File: config.mk
export PLATFORM = sky130hd
export DESIGN_NAME = rsdz_sqrt
export DESIGN_NICKNAME = d
export VERILOG_FILES = /design/src/sv/assert_macros.svh /design/src/sv/rsdz_pkg.sv /design/src/sv/rsdz_sqrt.sv
export SDC_FILE = /design/constraint.sdc
export NUM_CORES = 2
export LEC_CHECK = 0
export BUFFER_PORTS_ARGS = -buffer_cell sky130_fd_sc_hd__buf_2
export CORE_MARGIN = 1.5
export CORE_UTILIZATION = 45
export CTS_CLUSTER_DIAMETER = 120
export CTS_CLUSTER_SIZE = 20
export DETAILED_ROUTE_END_ITERATION = 10
export PLACE_DENSITY = 0.66
export RECOVER_POWER = 100
export SYNTH_ARGS = -nofsm -noshare
export SYNTH_HDL_FRONTEND = slang
export SYNTH_MEMORY_MAX_BITS = 65536
export SYNTH_SLANG_ARGS = --single-unit
File: constraint.sdc
create_clock -name clk_i -period 3.52 [get_ports clk_i]
set_input_delay 0.528 -clock clk_i [delete_from_list [all_inputs] [get_ports clk_i]]
set_output_delay 0.528 -clock clk_i [all_outputs]
set_load 0.03 [all_outputs]
File: src/sv/assert_macros.svh
// Assertion helpers for the RTL modules, included by rsdz_skid.
`ifndef ASSERT_MACROS_SVH
`define ASSERT_MACROS_SVH

// Property checked on every rising clock edge, off while reset is held.
`define RSDZ_ASSERT(lbl, clk, rst_n, prop, msg) \
  lbl: assert property (@(posedge clk) disable iff (!rst_n) (prop)) else $error(msg);

// Signal holds in the cycle after the condition.
`define RSDZ_HOLD(lbl, clk, rst_n, cond, sig, msg) \
  lbl: assert property (@(posedge clk) disable iff (!rst_n) (cond) |=> $stable(sig)) \
    else $error(msg);

`endif

File: src/sv/rsdz_pkg.sv
package rsdz_pkg;

  // Default axis width and fixed field widths
  localparam int AXIS_BITS_DEF = 16;
  localparam int FIELD_W       = 16;
  localparam int DZ_W          = 16;
  // Fraction bits of the vector length
  localparam int FRAC_W        = 16;

  localparam logic [DZ_W-1:0] DZ_RESET = 16'd9830;
  // One in Q1.16
  localparam logic [DZ_W:0]   DZ_ONE   = {1'b1, {DZ_W{1'b0}}};

  // Sign-extended axis samples carried along the pipeline
  typedef struct packed {
    logic [FIELD_W-1:0] x;
    logic [FIELD_W-1:0] y;
  } axes_t;

  // Side information that travels through the divider
  typedef struct packed {
    axes_t axes;
    logic  dz_hit;
    logic  zero;
    logic  clamp;
  } div_side_t;

  // One finished result
  typedef struct packed {
    logic [FIELD_W-1:0] out_x;
    logic [FIELD_W-1:0] out_y;
    logic               dz_hit;
  } res_t;

  // Stage control handed to the pipelined units
  typedef struct packed {
    logic en;
    logic valid;
  } pipe_ctl_t;

endpackage

File: src/sv/rsdz_sqrt.sv
module rsdz_sqrt import rsdz_pkg::*; #(
  parameter int AXIS_BITS = AXIS_BITS_DEF
) (
  input  logic                          clk_i,
  input  logic                          rst_ni,
  input  pipe_ctl_t                     ctl_i,
  input  logic [2*AXIS_BITS-1:0]        sum_i,
  input  axes_t                         axes_i,
  output logic                          valid_o,
  output logic [AXIS_BITS+FRAC_W-1:0]   root_o,
  output axes_t                         axes_o
);

  localparam int RB   = AXIS_BITS + FRAC_W;
  localparam int SW   = 2 * AXIS_BITS;
  localparam int REMW = RB + 2;

  logic [RB-1:0]   v_q;
  logic [REMW-1:0] rem_q  [RB];
  logic [RB-1:0]   root_q [RB];
  logic [SW-1:0]   sum_q  [RB];
  axes_t           axes_q [RB];
  logic [REMW-1:0] rem_d  [RB];
  logic [RB-1:0]   root_d [RB];

  // One root bit per stage, radicand is sum * 2^(2*FRAC_W)
  for (genvar k = 0; k < RB; k++) begin : g_step
    logic [REMW-1:0] rem_in;
    logic [RB-1:0]   root_in;
    logic [SW-1:0]   sum_in;
    logic [1:0]      pair;
    logic [REMW-1:0] remsh;
    logic [REMW-1:0] trial;
    logic            ge;

    if (k == 0) begin : g_head
      assign rem_in  = '0;
      assign root_in = '0;
      assign sum_in  = sum_i;
    end else begin : g_tail
      assign rem_in  = rem_q[k-1];
      assign root_in = root_q[k-1];
      assign sum_in  = sum_q[k-1];
    end

    // Low radicand pairs are the zero fraction bits
    if (k < AXIS_BITS) begin : g_sum_pair
      assign pair = sum_in[2*(AXIS_BITS-1-k) +: 2];
    end else begin : g_zero_pair
      assign pair = 2'b00;
    end

    assign remsh     = {rem_in[REMW-3:0], pair};
    assign trial     = {root_in, 2'b01};
    assign ge        = (remsh >= trial);
    assign rem_d[k]  = ge ? (remsh - trial) : remsh;
    assign root_d[k] = {root_in[RB-2:0], ge};
  end

  // Advance valid bits
  always_ff @(posedge clk_i or negedge rst_ni) begin
    if (!rst_ni) begin
      v_q <= '0;
    end else if (ctl_i.en) begin
      v_q <= {v_q[RB-2:0], ctl_i.valid};
    end
  end

  // Advance stage payload
  always_ff @(posedge clk_i) begin
    if (ctl_i.en) begin
      sum_q[0]  <= sum_i;
      axes_q[0] <= axes_i;
      for (int k = 0; k < RB; k++) begin
        rem_q[k]  <= rem_d[k];
        root_q[k] <= root_d[k];
      end
      for (int k = 1; k < RB; k++) begin
        sum_q[k]  <= sum_q[k-1];
        axes_q[k] <= axes_q[k-1];
      end
    end
  end

  assign valid_o = v_q[RB-1];
  assign root_o  = root_q[RB-1];
  assign axes_o  = axes_q[RB-1];

endmodule

* After elaboration in Yosys (flattened, before gate mapping) *
Memory sizes are Yosys's and may differ from the RTL's.
Cells that the tools add are included.

operators by class
  $add $sub $neg = 32
  magnitude comparators = 32
  mux-type cells = 34

operators with widths
  kind                                                                                 count
  34-bit 2-to-1 mux                                                                    32
  34-bit greater-or-equal comparator                                                   31
  34-bit subtractor                                                                    31
  2-bit by 1-bit subtractor with 3-bit output, second input constant                   1
  2-bit by 1-bit greater-or-equal comparator with 1-bit output, second input constant  1
  1-bit 2-to-1 mux                                                                     2

storage, ports and cells
  register bits = 32
  memory bits (writable) = 4160
  bits of input ports = 68
  output and inout port bits = 65
  memories = 4

memory list
  memory  depth  width  rd ports  clocked after memory_dff  write ports  line             RTL
  rem_q   32     34     31        0                         32           rsdz_sqrt.sv:19  logic [REMW-1:0] rem_q [RB];
  axes_q  32     32     32        0                         32           rsdz_sqrt.sv:22  axes_t axes_q [RB];
  root_q  32     32     32        0                         32           rsdz_sqrt.sv:20  logic [RB-1:0] root_q [RB];
  sum_q   32     32     31        0                         32           rsdz_sqrt.sv:21  logic [SW-1:0] sum_q [RB];

* Depth between registers and ports, before layout *
An unclocked memory read counts as a cell.

  depth in word-level cells = 3
  mapped depth = 15

* Least setup slack after synthesis *
No wires, ideal clock.

  path type = reg-to-reg
  start = mem rem_q[1][307] (netlist bit)
  end = mem rem_q[1][352] (netlist bit) (data pin)
  setup time = 0.271 ns
  arrival time = 3.480 ns
  path slack = -0.231 ns
  stages on the path, launching flop included = 15
  buffers on the path = 2
  period minus slack after synthesis = 3.751 ns
  path through = edfxtp_1 -> inv_1 -> ha_1 -> inv_1 -> fa_1 -> nor2b_1 -> o31a_1 -> o21ai_0 -> o21ai_0 -> a2111oi_0 -> a211o_1 -> o21ai_1 -> clkbuf_1 -> clkbuf_1 -> a21oi_1

RTL lines
  item         line
  from (decl)  rsdz_sqrt.sv:19

==> results by group <==
STA
  • Worst relative slew slack: -0.203
  • Worst Max-Slew Pin Slew: 1800 ps
  • Layout Skew: 59.8 ps
  • Final worst-path setup slack: -60.9 ps
  • Unrepaired setup endpoints after global routing: yes
  • Count of final max-slew check failures: 937
  • Highest clock rate: 279 MHz
  • Crit path time final: 3580 ps
  • Tcrit/Tclk final: 1.02
  • # setup viols final: 31
  • Fin. Hold Viols: 0

Layout
  • Final core occ: 0.498
  • Share of layout cells above drive strength 1: 0.0818
  • Non-filler cells, final: 12900
  • Nets: 9936
  • Syn-to-layout area delta: 9.90%

Worst setup path
  • Crit path DAT: 4220 ps
  • Crit path capture type: flip-flop
  • CP Cell Sequence: or4_4 > or3_4 > or4_4 > or4_4 > a41o_1 > or4_4 > and3_4 > nand3b_1 > xnor2_1
  • Crit Reg-Reg Endpoint: rem_q[0][184]
  • CP Launch Type: flip-flop
  • Critical path peak fanout: 3
  • CP max-delay cell: or4_4
  • Worst r2r src: rem_q[0][159]
  • Setup CP Type: reg2reg
  • Cells on worst reg2reg path: 9
  • WP data required: 4160 ps
  • Largest stage delay on the critical path: 550 ps
  • Most used cell, CP: or4_4
  • R2R setup slack: -60 ps

Synth
  • Post-synth top area cell: edfxtp_1
  • Syn. warnings: 0
  • Seq/Total Area, Yosys: 0.679
  • Synth cell types: 87
  • Synthesized flop and latch total: 2754
  • Mapped Avg Cell Area: 13.8 sq um
  • Most area-consuming cells after synthesis: edfxtp_1 (67%), ha_1 (5.5%), xnor2_1 (2.7%)
  • Synthesized area: 122000 sq um
  • Yosys top cell area share: 0.672
  • Post-synth top cells: edfxtp_1 (2722), inv_1 (664), nand2_1 (622)
  • Most common cell in the netlist: edfxtp_1
  • Mapped Cells: 8815
  • Synth Flop Type: edfxtp_1
  • Async set or reset register ratio after synthesis: 0.0116
  • EDFF count, synth: 2722
  • Syn nets: 9428

Placed design
  • GPL Wtd Cong: 0.906
  • Placed cells: 12600
  • Buffers on Ports: 132
  • DP Wirelength: 162000 microns

Run
  • Max-Cap Viols: 11

Routing
  • DRC violations left: 0
  • Routed via count: 68800
  • Post-route ant nets: 0
  • Routed len/inst: 17.6 microns
  • Routed WL: 227000 microns
  • Vias/cell: 5.34
  • 1st-iter DRT viols: 4832
  • Drt pass-1 iters: 7

GRT
  • Total GRT Usage: 0.161
  • Global-route wire length before repair: 356000 microns
  • Grt total ovfl: 0
  • Vias in the first global route: 67900
  • Initial antenna violation count: 4
  • Pin count of the biggest net entering global routing: 135

Clocking
  • Clock sink count: 2754
  • Num CTS Buffers: 163
  • Root Driver: clkbuf_16
  • Clk_lat worst skew: 880 ps
  • H-tree level count: 4
  • Worst-path clk slew: 90 ps
  • Max Buffers Root-to-Sink: 4
  • CTS tree: done

Floorplanning
  • Chip Width: 523 microns
  • Initial Util: 0.453
  • Die ar.: 273000 sq um
  • Die extent in y: 523 microns
  • Io pins: 133
  • # rows: 190
  • Core area: 268000 sq um

Run status
  • Status: finished, violations left
  • Violated checks: capacitance limit, slew limit, setup timing

Worst hold path
  • Endpoint, Worst Hold: sum_q[0][24]
  • Hold Crit Start: sum_i[24]
  • HP Class: in2reg
  • Min-Delay Path Depth: 2

Power
  • Pwr dens: 587 nW/um^2
  • Pleak: 49.5 nW
  • Peak VDD IR: 0.438 mV
flip-flops by register name, indices dropped and copies added, names as in the netlist:
| name | count |
|---|---|
| axes_q | 1024 |
| rem_q | 946 |
| root_q | 512 |
| sum_q | 240 |
| v_q | 32 |
what timing repair did:
| item | in CTS | in global routing |
|---|---|---|
| buffers inserted | 2 | 24 |
| endpoints found under the setup margin | 79 | 351 |
| resized for setup | 28 | 117 |
| endpoints found under the hold margin | 98 | 0 |
| pin swaps | 7 | 40 |
| gates cloned | 0 | 7 |
| hold buffers | 67 | 0 |
logic make-up (layout without fill, tap and decap cells):
logic type	count (synthesis)	count (layout)	share of synthesized area
flops	2754	2754	0.679
simple gates	2114	2114	0.0855
compound gates	1688	1688	0.0868
buf+inv	860	1380	0.0277
xor+xnor	725	725	0.0522
fa+ha+maj	545	545	0.0570
mux	128	128	0.0118
other cells	1	2	0.0000308
cell type report:
type / count / area (sq um)
diodes: 1 / 2.50
clock buffers: 171 / 4180
inverters: 666 / 2500
fillers: 22500 / 135000
well taps: 3552 / 4440
clock inverters: 6 / 71.3
flip-flops and latches: 2754 / 82500
repair buffers: 537 / 3740
multi-input cells: 5201 / 36100
through the flow:
step | setup WS (ps) | hold slack [ps] | total power, mW | area, sq um | setup TNS [ps]
2_1_floorplan | -171 | 232 | 54.7 | 122000 | -1510
3_3_place_gp | -202 | 400 | 59.5 | 129000 | -2750
3_5_place_dp | -306 | 405 | 60.1 | 129000 | -4260
4_1_cts | -53.1 | 91.9 | 78.8 | 134000 | -320
5_1_grt | -164 | 321 | 82.3 | 134000 | -33380
6_report | -60.9 | 356 | 78.4 | 134000 | -812
worst max-delay path, delay by kind of cell, from the launching register on:
kind / cells / cell delay, ps
flops: 1 / 390
xor+xnor: 1 / 60
simple gates: 7 / 2630
compound gates: 1 / 250
metal layers:
metal | part of all wire | routed length, microns | GRT usage | up-vias
met5 | 0 | 0 | 0 | -
met1 | 0.41 | 93500 | 0.194 | 33500
met2 | 0.52 | 118000 | 0.296 | 1405
met4 | 0.037 | 8380 | 0.0593 | 0
met3 | 0.033 | 7580 | 0.0181 | 432
li1 | - | - | - | 33500
worst max-delay path by stage:
stage	from	to	slack (ps)	depth (start not counted)
detailed placement	rem_q[1][137]	rem_q[1][199]	-310	16
global placement	rem_q[1][137]	rem_q[1][199]	-200	16
CTS	rem_q[0][159]	rem_q[0][184]	-50	9
floorplan	rem_q[0][246]	rem_q[0][295]	-170	12
finish	rem_q[0][159]	rem_q[0][184]	-60	9
global route	rem_q[1][239]	rem_q[1][290]	-160	15
power breakdown:
group / total (mW) / internal [mW] / switching [mW]
logic: 16.7 / 7.34 / 9.36
clock network: 18.3 / 8.46 / 9.88
registers: 43.4 / 40.9 / 2.41
total: 78.4 / 56.7 / 21.6
cell usage in the layout, fill, tap and decap left out, drive strengths merged, types with 101 or more instances in the layout:
cell / n
buf: 265
a21o: 220
xor2: 350
o21a: 108
nor2: 485
nand2b: 116
clkbuf: 376
inv: 667
mux2: 119
a21oi: 450
ha: 530
nand2: 622
nand3: 101
edfxtp: 2722
o21ai: 495
xnor2: 375
nor3: 203
Note: power is estimated with default switching activity, not from simulation.
