File: src/sv/assert_macros.svh
// Assertion helpers for the RTL modules, included by rsdz_skid.
`ifndef ASSERT_MACROS_SVH
`define ASSERT_MACROS_SVH

// Property checked on every rising clock edge, off while reset is held.
`define RSDZ_ASSERT(lbl, clk, rst_n, prop, msg) \
  lbl: assert property (@(posedge clk) disable iff (!rst_n) (prop)) else $error(msg);

// Signal holds in the cycle after the condition.
`define RSDZ_HOLD(lbl, clk, rst_n, cond, sig, msg) \
  lbl: assert property (@(posedge clk) disable iff (!rst_n) (cond) |=> $stable(sig)) \
    else $error(msg);

`endif

File: src/sv/rsdz_pkg.sv
package rsdz_pkg;

  // Default axis width and fixed field widths
  localparam int AXIS_BITS_DEF = 16;
  localparam int FIELD_W       = 16;
  localparam int DZ_W          = 16;
  // Fraction bits of the vector length
  localparam int FRAC_W        = 16;

  localparam logic [DZ_W-1:0] DZ_RESET = 16'd9830;
  // One in Q1.16
  localparam logic [DZ_W:0]   DZ_ONE   = {1'b1, {DZ_W{1'b0}}};

  // Sign-extended axis samples carried along the pipeline
  typedef struct packed {
    logic [FIELD_W-1:0] x;
    logic [FIELD_W-1:0] y;
  } axes_t;

  // Side information that travels through the divider
  typedef struct packed {
    axes_t axes;
    logic  dz_hit;
    logic  zero;
    logic  clamp;
  } div_side_t;

  // One finished result
  typedef struct packed {
    logic [FIELD_W-1:0] out_x;
    logic [FIELD_W-1:0] out_y;
    logic               dz_hit;
  } res_t;

  // Stage control handed to the pipelined units
  typedef struct packed {
    logic en;
    logic valid;
  } pipe_ctl_t;

endpackage

File: src/sv/rsdz_skid.sv
`include "assert_macros.svh"

module rsdz_skid import rsdz_pkg::*; (
  input  logic clk_i,
  input  logic rst_ni,
  input  logic in_valid_i,
  input  res_t in_data_i,
  output logic en_o,
  output logic out_valid_o,
  input  logic out_ready_i,
  output res_t out_data_o
);

  logic out_v_q;
  logic skid_v_q;
  res_t out_q;
  res_t skid_q;
  logic take;

  assign take = out_v_q & out_ready_i;
  // Pipeline moves while the spare slot is empty
  assign en_o = ~skid_v_q;

  // Track output and spare occupancy
  always_ff @(posedge clk_i or negedge rst_ni) begin
    if (!rst_ni) begin
      out_v_q  <= 1'b0;
      skid_v_q <= 1'b0;
    end else if (en_o && in_valid_i) begin
      if (!out_v_q || take) begin
        out_v_q <= 1'b1;
      end else begin
        skid_v_q <= 1'b1;
      end
    end else if (take) begin
      if (skid_v_q) begin
        skid_v_q <= 1'b0;
      end else begin
        out_v_q <= 1'b0;
      end
    end
  end

  // Load output or spare, refill output from spare
  always_ff @(posedge clk_i) begin
    if (en_o && in_valid_i) begin
      if (!out_v_q || take) begin
        out_q <= in_data_i;
      end else begin
        skid_q <= in_data_i;
      end
    end else if (take && skid_v_q) begin
      out_q <= skid_q;
    end
  end

  assign out_valid_o = out_v_q;
  assign out_data_o  = out_q;

  `RSDZ_ASSERT(a_skid_behind_out, clk_i, rst_ni, skid_v_q |-> out_v_q, "spare full, output empty")
  `RSDZ_ASSERT(a_skid_catch, clk_i, rst_ni, (in_valid_i && en_o && out_v_q && !out_ready_i) |=> skid_v_q, "request lost at stalled output")
  `RSDZ_HOLD(a_skid_hold, clk_i, rst_ni, skid_v_q && !take, skid_q, "spare changed while held")
  `RSDZ_ASSERT(a_inside_zero, clk_i, rst_ni, (out_v_q && out_q.dz_hit) |-> (out_q.out_x == '0 && out_q.out_y == '0), "dead zone result not zero")

endmodule

File: config.mk
export PLATFORM = sky130hd
export DESIGN_NAME = rsdz_skid
export DESIGN_NICKNAME = d
export VERILOG_FILES = /design/src/sv/rsdz_pkg.sv /design/src/sv/rsdz_skid.sv
export VERILOG_INCLUDE_DIRS = /design/src /design/src/sv
export SDC_FILE = /design/constraint.sdc
export NUM_CORES = 1
export LEC_CHECK = 0
export BUFFER_PORTS_ARGS = -buffer_cell sky130_fd_sc_hd__buf_4
export CAP_MARGIN = 5
export CORE_MARGIN = 2
export CORE_UTILIZATION = 45
export DETAILED_ROUTE_END_ITERATION = 8
export PLACE_DENSITY_LB_ADDON = 0.25
export SYNTH_ARGS = -nofsm -noshare
export SYNTH_HDL_FRONTEND = slang
export SYNTH_SLANG_ARGS = --single-unit
File: constraint.sdc
create_clock -name clk_i -period 3.2 [get_ports clk_i]
set_input_delay 0.32 -clock clk_i [delete_from_list [all_inputs] [get_ports clk_i]]
set_output_delay 0.32 -clock clk_i [all_outputs]
set_load 0.05 [all_outputs]
# Word-level counts from Yosys, hierarchy flattened
# Cells that the tools add are included.
dict set report totals {
  output_inout_bits 35
  in_bits 37
  register_bits 68
}
dict set report op_classes {
  bitwise 3
  eq_ne 3
  muxes 10
  reduce_logical 10
}
# op count
set ops {}
lappend ops {{33-bit 2-to-1 mux} 3}
lappend ops {{1-bit 2-to-1 mux} 7}
lappend ops {{2-bit AND reduction} 3}
lappend ops {{2-bit by 1-bit != test with 1-bit output (second input constant)} 2}
lappend ops {{2-bit nonzero test} 2}
lappend ops {{3-bit AND reduction} 1}
lappend ops {{1-bit logical AND} 2}
lappend ops {{2-bit != test (second input constant)} 1}
lappend ops {{1-bit inverter} 2}
lappend ops {{1-bit bitwise AND} 1}
lappend ops {{1-bit zero test} 1}
lappend ops {{1-bit logical OR} 1}

# Logic depth before layout (Yosys ltp)
# Gate-level depths: netlist (run 1).
dict set report depth {
  ltp_word 4
  depth_mapped 4
  mapped_depth_nobuf 2
}

# Worst setup path after synthesis (run 1)
# Ideal clock, no wire load.
dict set report synth_path {
  path_type {reg-to-reg}
  start {register skid_v_q}
  end {register skid_q[0] (netlist name) (enable)}
  required_ps 2735
  setup_ps 465
  n_path_buf 2
  path_stages_with_launch 5
  arrival_ps 3099
  path_slack_ps -364
  synth_period_minus_slack_ps 3564
  path_cell_list {dfrtp_1 -> nand2b_4 -> buf_6 -> buf_12 -> nor3_1}
}
dict set report synth_via {
  elab_chain_len 3
}
# element line
set synth_lines {}
lappend synth_lines {{from (decl)} rsdz_skid.sv:15} ;# logic skid_v_q;
lappend synth_lines {{from (signal assigned)} rsdz_skid.sv:28} ;# skid_v_q <= 1'b0;
lappend synth_lines {{from (signal assigned)} rsdz_skid.sv:33} ;# skid_v_q <= 1'b1;
lappend synth_lines {{from (signal assigned)} rsdz_skid.sv:37} ;# skid_v_q <= 1'b0;
lappend synth_lines {{1-bit inverter} rsdz_skid.sv:22} ;# assign en_o = ~skid_v_q;
lappend synth_lines {{1-bit logical AND} rsdz_skid.sv:46} ;# if (en_o && in_valid_i) begin
lappend synth_lines {{2-bit AND reduction (no source line)} n/a}
lappend synth_lines {{to (signal assigned)} rsdz_skid.sv:50} ;# skid_q <= in_data_i;
lappend synth_lines {{to (decl)} rsdz_skid.sv:17} ;# res_t skid_q;
# No other way between the ends.
# A chain may end at the register's enable or synchronous reset.

# Worst setup path after layout (run 1)
dict set report layout_path {
  start {register skid_v_q}
  end {register skid_q[16] (netlist name) (enable)}
}
# The elaborated chain is that of the path after synthesis.

==> results of run 1 <==
[cells in the mapped netlist]
cell / instances / area share [%]
mux2_2: 5 / 2.1
a21oi_1: 1 / 0.19
and2b_2: 1 / 0.33
o21ai_0: 1 / 0.19
nor2_1: 2 / 0.28
edfxtp_1: 66 / 75
and2_1: 1 / 0.24
nand2b_4: 1 / 0.52
buf_12: 3 / 2.3
nor3_1: 1 / 0.19
buf_6: 1 / 0.43
o22a_2: 1 / 0.38
mux2_4: 28 / 16
inv_1: 2 / 0.28
dfrtp_1: 2 / 1.9
[path summary, 6_finish.rpt]
| check | start | end |
|---|---|---|
| max | skid_v_q$_DFFE_PN0P_ | skid_q[16]$_DFFE_PP_ |
| min | in_data_i[32] | skid_q[32]$_DFFE_PP_ |
| max reg2reg | skid_v_q$_DFFE_PN0P_ | skid_q[16]$_DFFE_PP_ |
| min reg2reg | skid_q[17]$_DFFE_PP_ | out_data_o[17]$_DFFE_PP_ |
| max in group asynchronous | rst_ni | skid_v_q$_DFFE_PN0P_ |
| min in group asynchronous | rst_ni | out_valid_o$_DFFE_PN0P_ |
[layout make-up]
cell class / count / area, sq um / share of cell area (%)
Clock buffer: 13 / 139 / 4.11
Sequential cell: 68 / 2030 / 60.2
Inverter: 2 / 7.51 / 0.222
Timing Repair Buffer: 74 / 558 / 16.5
Multi-Input combinational cell: 42 / 549 / 16.3
Tap cell: 72 / 90.1 / 2.67
[report_power, final]
part | internal (W) | total [W] | switching [W]
Sequential | 0.00127 | 0.00134 | 0.0000696
Combinational | 0.000407 | 0.00124 | 0.000833
Clock | 0.000270 | 0.000543 | 0.000274
Total | 0.00195 | 0.00312 | 0.00118
[sequential cells by signal, indices dropped and copies added, names as in the netlist]
name         count
out_data_o      33
skid_q          33
out_valid_o      1
skid_v_q         1
[what timing repair did]
item / CTS / global route
hold buffers: 1 / 0
setup endpoints to repair: 0 / 0
endpoints found under the hold margin: 2 / 0
[cells by family (layout without fill, tap and decap cells)]
family,Yosys count,count (layout),share of synthesized area [%]
and+or+nand+nor,6,6,1.56
DFF,68,68,76.7
AOI/OAI and AO/OA,3,3,0.755
muxes,33,33,18.0
buffers and inverters,6,89,2.98
[per-stage QoR]
stage | std cells | hold slack [ns] | total power, W | util, % | worst slack, ns
2_1_floorplan | 116 | 0.0244 | 0.00229 | - | 0.654
4_1_cts | 271 | 0.161 | 0.00316 | 60.2 | 1.41
3_3_place_gp | 257 | 0.102 | 0.00259 | 57.5 | 1.49
5_1_grt | 271 | 0.155 | 0.00325 | 60.2 | 1.31
6_report | 271 | 0.178 | 0.00312 | 60.2 | 1.45
3_5_place_dp | 257 | 0.106 | 0.00261 | 57.5 | 1.41
[routing by layer]
metal	part of all wire (%)	routed length, um
met4	2.2	95
met5	0	0
met2	49	2100
met3	6.9	299
met1	42	1820
==> summary.md, run 1 <==
| Metric | Value |
|---|---|
| CTS tree | `yes` |
| Gpl congestion | `0.665` |
| Starting density of the core | `47.2%` |
| WP data required | `3.21 ns` |
| H-tree levels | `3` |
| Crit path time final | `1.75 ns` |
| Max cap viols | `0` |
| Endpoint class of the critical path | `flop` |
| Cell variety after synth | `15` |
| Synthesis-stage register bit count | `68` |
| Mapped Area | `2650 sq um` |
| Commonest non-fill, non-tap cell in the layout | `buf_4` |
| Initial DRT Pass Iterations | `4` |
| Buf/Inv on CP | `1` |
| Leakage power | `1.37 nW` |
| Pwr Density | `925 nW/um^2` |
| Maximum fanout along the worst path | `35` |
| Cts bufs inserted | `9` |
| M2 GR Usage | `21.9%` |
| Via Count | `1277` |
| RSZ-0062 raised after global routing | `false` |
| Net Count, Synth | `153` |
| ANT cells | `0` |
| Residual DRC | `0` |
| Worst Skew | `0.00524 ns` |
| Reg2reg path depth | `3` |
| Met1 layer usage reported by global route | `17.0%` |
| Sequential share of the synthesized area | `76.7%` |
| Total global routing overflow | `0` |
| Setup TNS | `0 ns` |
| Fin crit share | `54.8%` |
| Vias per inst | `4.71` |
| Least-Margin Pin Slew | `0.771 ns` |
| Starting DRT DRC Count | `47` |
| Row cnt | `27` |
| Port bufs | `71` |
| Antenna-violating nets left | `0` |
| Critical path cell sequence | `nand2b_4 -> nor3_4 -> buf_4` |
| Worst-Skew Late Latency | `0.33 ns` |
| Outcome | `finished, final reports clean` |
| Setup Fix Bufs, Post-CTS | `0` |
| Most frequent cells in the layout | `73 x buf_4, 66 x edfxtp_1, 28 x mux2_4` |
| Crit Path Category | `flop to flop` |
| Filler cells | `451` |
| Die ar. | `6520 sq um` |
| Clk root buf | `clkbuf_8` |
| Highest clock rate | `570 MHz` |
| Die height | `80.7 um` |
| First-pass GRT wire length | `6510 um` |
| Synthesized area per cell | `22.8 sq um` |
| Max-slew violation count | `0` |
| CTS clk-pin slew, worst paths | `0.06 ns` |
| Worst Hold Class | `primary input to flop` |
| Critical path depth | `3` |
| Largest net degree at the start of global routing | `36` |
| Die Width | `80.7 um` |
| CTS resizes | `0` |
| R2R setup slack | `1.45 ns` |
| IO Count | `72` |
| CP max stage delay | `0.45 ns` |
| WP data arrival | `1.77 ns` |
| Placed instance area | `3230 sq um` |
| Synth warn | `0` |
| Critical path's slowest cell | `nand2b_4` |
| CP startpoint kind | `flop` |
| Final setup violation count | `0` |
| Final WL | `4310 um` |
| Avg WL per Cell | `15.9 um` |
| Initial antenna violation count | `0` |
| Layout cell share with drive strength beyond 1 | `59.8%` |
| Area Overhead vs Synth | `27.4%` |
| GRT Overall Usage | `14.3%` |
| Vias in the first global route | `1325` |
| TritonCTS Sinks | `68` |
| Global-route track usage on met3 | `5.28%` |
| Worst path top cell family by delay | `simple AND/OR/NAND/NOR gates` |
| Rel. slew slack | `48.6%` |
| Final hold vios | `0` |
| Max VDD drop | `0.608 mV` |
| Fin nets | `234` |
| Synth Instances | `116` |
| Clock Path Buffers | `2` |
| Design area | `3380 sq um` |
| DP Wirelength | `2930 um` |
| Core ar. | `5610 sq um` |
| Hold Path Depth | `1` |
| Busiest layer in global routing | `met2` |
(Power assumes the default switching activity.)
==> run 2: changes to the inputs <==
- clock period: 3.2 -> 1.4 ns (I/O delays scaled with it)
==> run 2 against run 1 <==
Effect of this change:
- first-iteration DRC count is 74% higher
- via count up 15%
- sequential cell count is the same
- critical path depth did not move
- register-to-register slack worse by 1.4 ns
- hold slack got worse by 0.077 ns
- die area unchanged
- utilization up 10 points
- total power increased to 2.7 times the previous value
- critical path type unchanged
- largest cell class unchanged
==> summary.md, run 2 (synthesis results as in run 1) <==
| Metric | Value |
|---|---|
| Outcome | `finished, final reports clean` |
| CP startpoint kind | `flop` |
| Die ar. | `6520 sq um (unchanged)` |
| Final hold vios | `0 (unchanged)` |
| Via Count | `1471 (+15%)` |
| Max VDD drop | `1.20 mV (+98%)` |
| Final WL | `5000 um (+16%)` |
| Starting DRT DRC Count | `82 (+74%)` |
| Fin crit share | `96.5% (+42 points)` |
| Cts bufs inserted | `9 (unchanged)` |
| Rel. slew slack | `87.2% (+39 points)` |
| CTS tree | `yes` |
| Max-slew violation count | `0 (unchanged)` |
| WP data required | `1.48 ns (-1.73 ns)` |
| CP startpoint | `skid_v_q$_DFFE_PN0P_` |
| Crit Path Category | `flop to flop` |
| Final setup violation count | `0 (unchanged)` |
| Crit path time final | `1.35 ns (-0.403 ns)` |
| GRT Overall Usage | `16.8% (+2.5 points)` |
| Maximum fanout along the worst path | `20 (-43%)` |
| Worst Hold Class | `primary input to flop` |
| Footprint of the multi-input gates | `549 sq um (unchanged)` |
| Worst reg2reg path startpoint | `skid_v_q$_DFFE_PN0P_` |
| Highest clock rate | `741 MHz (+30%)` |
| Max cap viols | `0 (unchanged)` |
| Residual DRC | `0 (unchanged)` |
| Filler cells | `374 (-17%)` |
| DP Wirelength | `3190 um (+8.9%)` |
| Design area | `3940 sq um (+17%)` |
| Hold Crit Start | `in_valid_i` |
| WP data arrival | `1.43 ns (-0.34 ns)` |
| Vias in the first global route | `1595 (+20%)` |
| Antenna-violating nets left | `0 (unchanged)` |
| Placed instance area | `3320 sq um (+2.8%)` |
| Non-Filler Instances | `312 (+15%)` |
| Commonest non-fill, non-tap cell in the layout | `buf_4` |
| CTS clk-pin slew, worst paths | `0.07 ns (about the same)` |
| Fin nets | `272 (+16%)` |
| Clock Path Buffers | `2 (unchanged)` |
| Leakage power | `1.62 nW (+18%)` |
| Setup Fix Bufs, Post-CTS | `0 (unchanged)` |
| Avg WL per Cell | `16.0 um (+0.86%)` |
| Worst Skew | `0.00578 ns (+0.000540 ns)` |
| Placed Cells incl. Taps | `262 (+1.9%)` |
| Pwr Density | `2140 nW/um^2 (+130%)` |
| Total global routing overflow | `0 (unchanged)` |
| Worst-Skew Late Latency | `0.33 ns (about the same)` |
| Die height | `80.7 um (unchanged)` |
| Die Width | `80.7 um (unchanged)` |
| First-pass GRT wire length | `7710 um (+18%)` |
| TritonCTS Sinks | `68 (unchanged)` |
| Vias per inst | `4.71 (about the same)` |
| Starting density of the core | `47.2% (unchanged)` |
| Most frequent cells in the layout | `74 x buf_4, 66 x edfxtp_1, 34 x dlygate4sd3_1` |
| Initial DRT Pass Iterations | `4 (unchanged)` |
| Endpoint class of the critical path | `flop` |
| Area Overhead vs Synth | `48.8%` |
| Largest net degree at the start of global routing | `26 (-28%)` |
| Least-Margin Pin Slew | `0.191 ns (-0.580 ns)` |
| Register area | `2030 sq um (about the same)` |
| Port bufs | `71 (unchanged)` |
| Clk root buf | `clkbuf_8` |
| Row cnt | `27 (unchanged)` |
| H-tree levels | `3 (unchanged)` |
| Core ar. | `5610 sq um (unchanged)` |
| RSZ-0062 raised after global routing | `false` |
| Gpl congestion | `0.636 (-4.4%)` |
| Initial antenna violation count | `0 (unchanged)` |
| IO Count | `72 (unchanged)` |
| ANT cells | `0 (unchanged)` |
| Layout cell share with drive strength beyond 1 | `54.6% (-5.2 points)` |
## run 2: cell types whose count changed in the layout (fill, tap and decap cells not counted)
cell           delta
clkbuf_1          -4
buf_12            +4
dfrtp_2           +1
dlygate4sd3_1    +33
bufinv_16         +5
dfrtp_1           -1
clkinv_4          +1
buf_4             +1
clkinv_1          +1
## run 2: repair_timing
item | CTS | global route
hold buffers | 34 | 0
hold endpoints to repair | 35 | 0
resized for setup | 0 | 0
## run 2: layout make-up
class,count,share of cell area (%)
tap,72,2.28
timing repair buffer,112,24.8
inverter,2,0.190
clock buffer,9,3.14
sequential,68,51.6
multi-input combinational,42,13.9
clock inverter,7,4.13
## run 2: per-stage QoR
step           setup TNS, ns  hold slack, ns  power, W  setup slack (ns)  utilization, %
5_1_grt                    0          0.0982   0.00875           0.00718            70.3
3_3_place_gp               0         -0.0767   0.00610            0.0841            59.1
4_1_cts                    0          0.0843   0.00852            0.0405            70.3
6_report                   0           0.102   0.00844            0.0496            70.3
2_1_floorplan         -27.62          -0.156   0.00525            -0.641               -
3_5_place_dp               0         -0.0728   0.00617            0.0460            59.1
## run 2: path summary, 6_finish.rpt
check | depth (start not counted) | slack, ns | to
max in group asynchronous | 2 | 1.18 | out_valid_o$_DFFE_PN0P_
max | 3 | 0.05 | out_data_o[30]$_DFFE_PP_
min in group asynchronous | 2 | 0.12 | out_valid_o$_DFFE_PN0P_
min reg2reg | 1 | 0.55 | out_data_o[30]$_DFFE_PP_
min | 3 | 0.10 | skid_v_q$_DFFE_PN0P_
max reg2reg | 3 | 0.05 | out_data_o[30]$_DFFE_PP_
## run 2: per-layer routing
metal / up-vias / routed length (um) / global-route usage (%)
met5: - / 0 / 0
met1: 721 / 1950 / 18.8
met3: 10 / 214 / 5.51
li1: 693 / - / -
met4: 0 / 102 / 8.14
met2: 47 / 2730 / 28.7
## run 2: power by group
group,switching (W),internal (W),leakage (nW)
Clock,0.000711,0.00154,0.141
Sequential,0.000159,0.00290,0.637
Combinational,0.00199,0.00115,0.842
## run 2: critical path, cell delays in order (launching register included)
cell and delay, ns:
dfrtp_1 0.37, nand2b_4 0.18, buf_12 0.20, mux2_2 0.35
==> run 3: changes to the inputs <==
- REMOVE_ABC_BUFFERS: not set -> 1
==> run 3 against run 2 <==
Effect of this change:
- global-route usage fell by 1.8 points
- clock power is 44% lower
- setup slack improved by 0.0058 ns
- maximum frequency rose by 0.43%
- register-to-register slack hardly changed
- total power decreased by 12%
- critical endpoint is now out_data_o[3]$_DFFE_PP_
- largest power group unchanged
==> summary.md, run 3 (synthesis results as in run 1) <==
| Metric | Value |
|---|---|
| R2R setup slack | `0.06 ns (about the same)` |
| Worst hold slack | `0.0126 ns (-0.0893 ns)` |
| Crit path time final | `1.34 ns (-0.00577 ns)` |
| Highest clock rate | `744 MHz (+0.43%)` |
| Layout cell share with drive strength beyond 1 | `52.9% (-1.6 points)` |
| Initial DRT Pass Iterations | `4 (unchanged)` |
| H-tree levels | `3 (unchanged)` |
| WP data required | `1.47 ns (about the same)` |
| Area Overhead vs Synth | `43.2%` |
| WP data arrival | `1.42 ns (about the same)` |
| IO Count | `72 (unchanged)` |
| Die height | `80.7 um (unchanged)` |
| Final hold vios | `0 (unchanged)` |
| GRT Overall Usage | `14.9% (-1.8 points)` |
| CTS tree | `yes` |
| Crit Path Category | `flop to flop` |
| Worst Hold Class | `primary input to flop` |
| CTS clk-pin slew, worst paths | `0.06 ns (about the same)` |
| Final setup violation count | `0 (unchanged)` |
| Vias per inst | `4.63 (-1.7%)` |
| CP startpoint kind | `flop` |
| RSZ-0062 raised after global routing | `false` |
| Die ar. | `6520 sq um (unchanged)` |
| Clock Path Buffers | `2 (unchanged)` |
| ANT cells | `0 (unchanged)` |
| Max-slew violation count | `0 (unchanged)` |
| First-pass GRT wire length | `7030 um (-8.8%)` |
| Worst Skew | `0.00441 ns (-0.00137 ns)` |
| Residual DRC | `0 (unchanged)` |
| Endpoint class of the critical path | `flop` |
| DP Wirelength | `3120 um (-2.2%)` |
| Core ar. | `5610 sq um (unchanged)` |
| Final WL | `4630 um (-7.5%)` |
| Vias in the first global route | `1467 (-8.0%)` |
| Max VDD drop | `1.31 mV (+8.6%)` |
| CTS resizes | `0 (unchanged)` |
| Leakage power | `1.55 nW (-4.4%)` |
| Least-Margin Pin Slew | `0.264 ns (+0.0729 ns)` |
| Most frequent cells in the layout | `75 x buf_4, 66 x edfxtp_1, 33 x dlygate4sd3_1` |
| Avg WL per Cell | `14.9 um (-6.9%)` |
| Commonest non-fill, non-tap cell in the layout | `buf_4` |
| Non-Filler Instances | `310 (-0.64%)` |
| Antenna-violating nets left | `0 (unchanged)` |
| Finished Core Util | `67.6% (-2.7 points)` |
| Placed instance area | `3320 sq um (unchanged)` |
| Total global routing overflow | `0 (unchanged)` |
| Design area | `3790 sq um (-3.8%)` |
| Rel. slew slack | `82.3% (-4.9 points)` |
| Fin crit share | `96.0% (-0.41 points)` |
| Gpl congestion | `0.652 (+2.5%)` |
| Clk root buf | `clkbuf_8` |
| # hold bufs at CTS | `32 (-5.9%)` |
| Fin nets | `272 (unchanged)` |
| Pwr Density | `1960 nW/um^2 (-8.6%)` |
| Maximum fanout along the worst path | `10 (-50%)` |
| Initial antenna violation count | `0 (unchanged)` |
| Cts bufs inserted | `9 (unchanged)` |
| TritonCTS Sinks | `68 (unchanged)` |
| Starting DRT DRC Count | `96 (+17%)` |
| Outcome | `finished, final reports clean` |
| Largest net degree at the start of global routing | `28 (+7.7%)` |
| Starting density of the core | `47.2% (unchanged)` |
| Placed Cells incl. Taps | `263 (+0.38%)` |
| Row cnt | `27 (unchanged)` |
| Setup Fix Bufs, Post-CTS | `0 (unchanged)` |
| Die Width | `80.7 um (unchanged)` |
| Worst-Skew Late Latency | `0.33 ns (about the same)` |
| Max cap viols | `0 (unchanged)` |
| Via Count | `1436 (-2.4%)` |
| Filler cells | `384 (+2.7%)` |
| Port bufs | `71 (unchanged)` |
-- run 3: final cells by class --
class	instances	area, sq um	share of cell area (%)
Tap cell	72	90.1	2.38
Clock buffer	10	128	3.37
Sequential cell	68	2030	53.6
Multi-Input combinational cell	42	543	14.3
Inverter	2	7.51	0.198
Timing Repair Buffer	112	973	25.7
Clock inverter	4	18.8	0.495
-- run 3: final timing paths --
| path | to | cells past startpoint | from |
|---|---|---|---|
| max | out_data_o[3]$_DFFE_PP_ | 3 | skid_v_q$_DFFE_PN0P_ |
| min | skid_q[9]$_DFFE_PP_ | 1 | in_data_i[9] |
| max reg2reg | out_data_o[3]$_DFFE_PP_ | 3 | skid_v_q$_DFFE_PN0P_ |
| min reg2reg | out_data_o[19]$_DFFE_PP_ | 1 | skid_q[19]$_DFFE_PP_ |
| max in group asynchronous | out_valid_o$_DFFE_PN0P_ | 2 | rst_ni |
| min in group asynchronous | skid_v_q$_DFFE_PN0P_ | 2 | rst_ni |
-- run 3: where the power goes --
part | switching [W] | internal [W]
Combinational | 0.00196 | 0.00115
Clock | 0.000651 | 0.000605
Sequential | 0.000157 | 0.00289
-- run 3: critical path, cell delays in order, from the launching register on --
cell and delay (ns):
dfrtp_1 0.35, nand2b_4 0.17, buf_4 0.24, mux2_4 0.32
-- run 3: per-stage QoR --
step | setup slack, ns | setup TNS, ns | power, W
after floorplan | -2.23 | -86.81 | 0.00512
after global placement | 0.106 | 0 | 0.00610
after detailed placement | 0.0613 | 0 | 0.00616
after CTS | 0.0466 | 0 | 0.00748
after global routing | 0.00481 | 0 | 0.00771
final | 0.0553 | 0 | 0.00742
-- run 3: layer usage --
| layer | global-route usage, % | share of wire, % | vias to the layer above | wire length (um) |
|---|---|---|---|---|
| met2 | 23.9 | 49 | 50 | 2280 |
| met3 | 3.15 | 5.7 | 6 | 263 |
| met4 | 7.63 | 1.9 | 0 | 86 |
| met1 | 19.3 | 43 | 692 | 2000 |
| li1 | - | - | 688 | - |
| met5 | 0 | 0 | - | 0 |
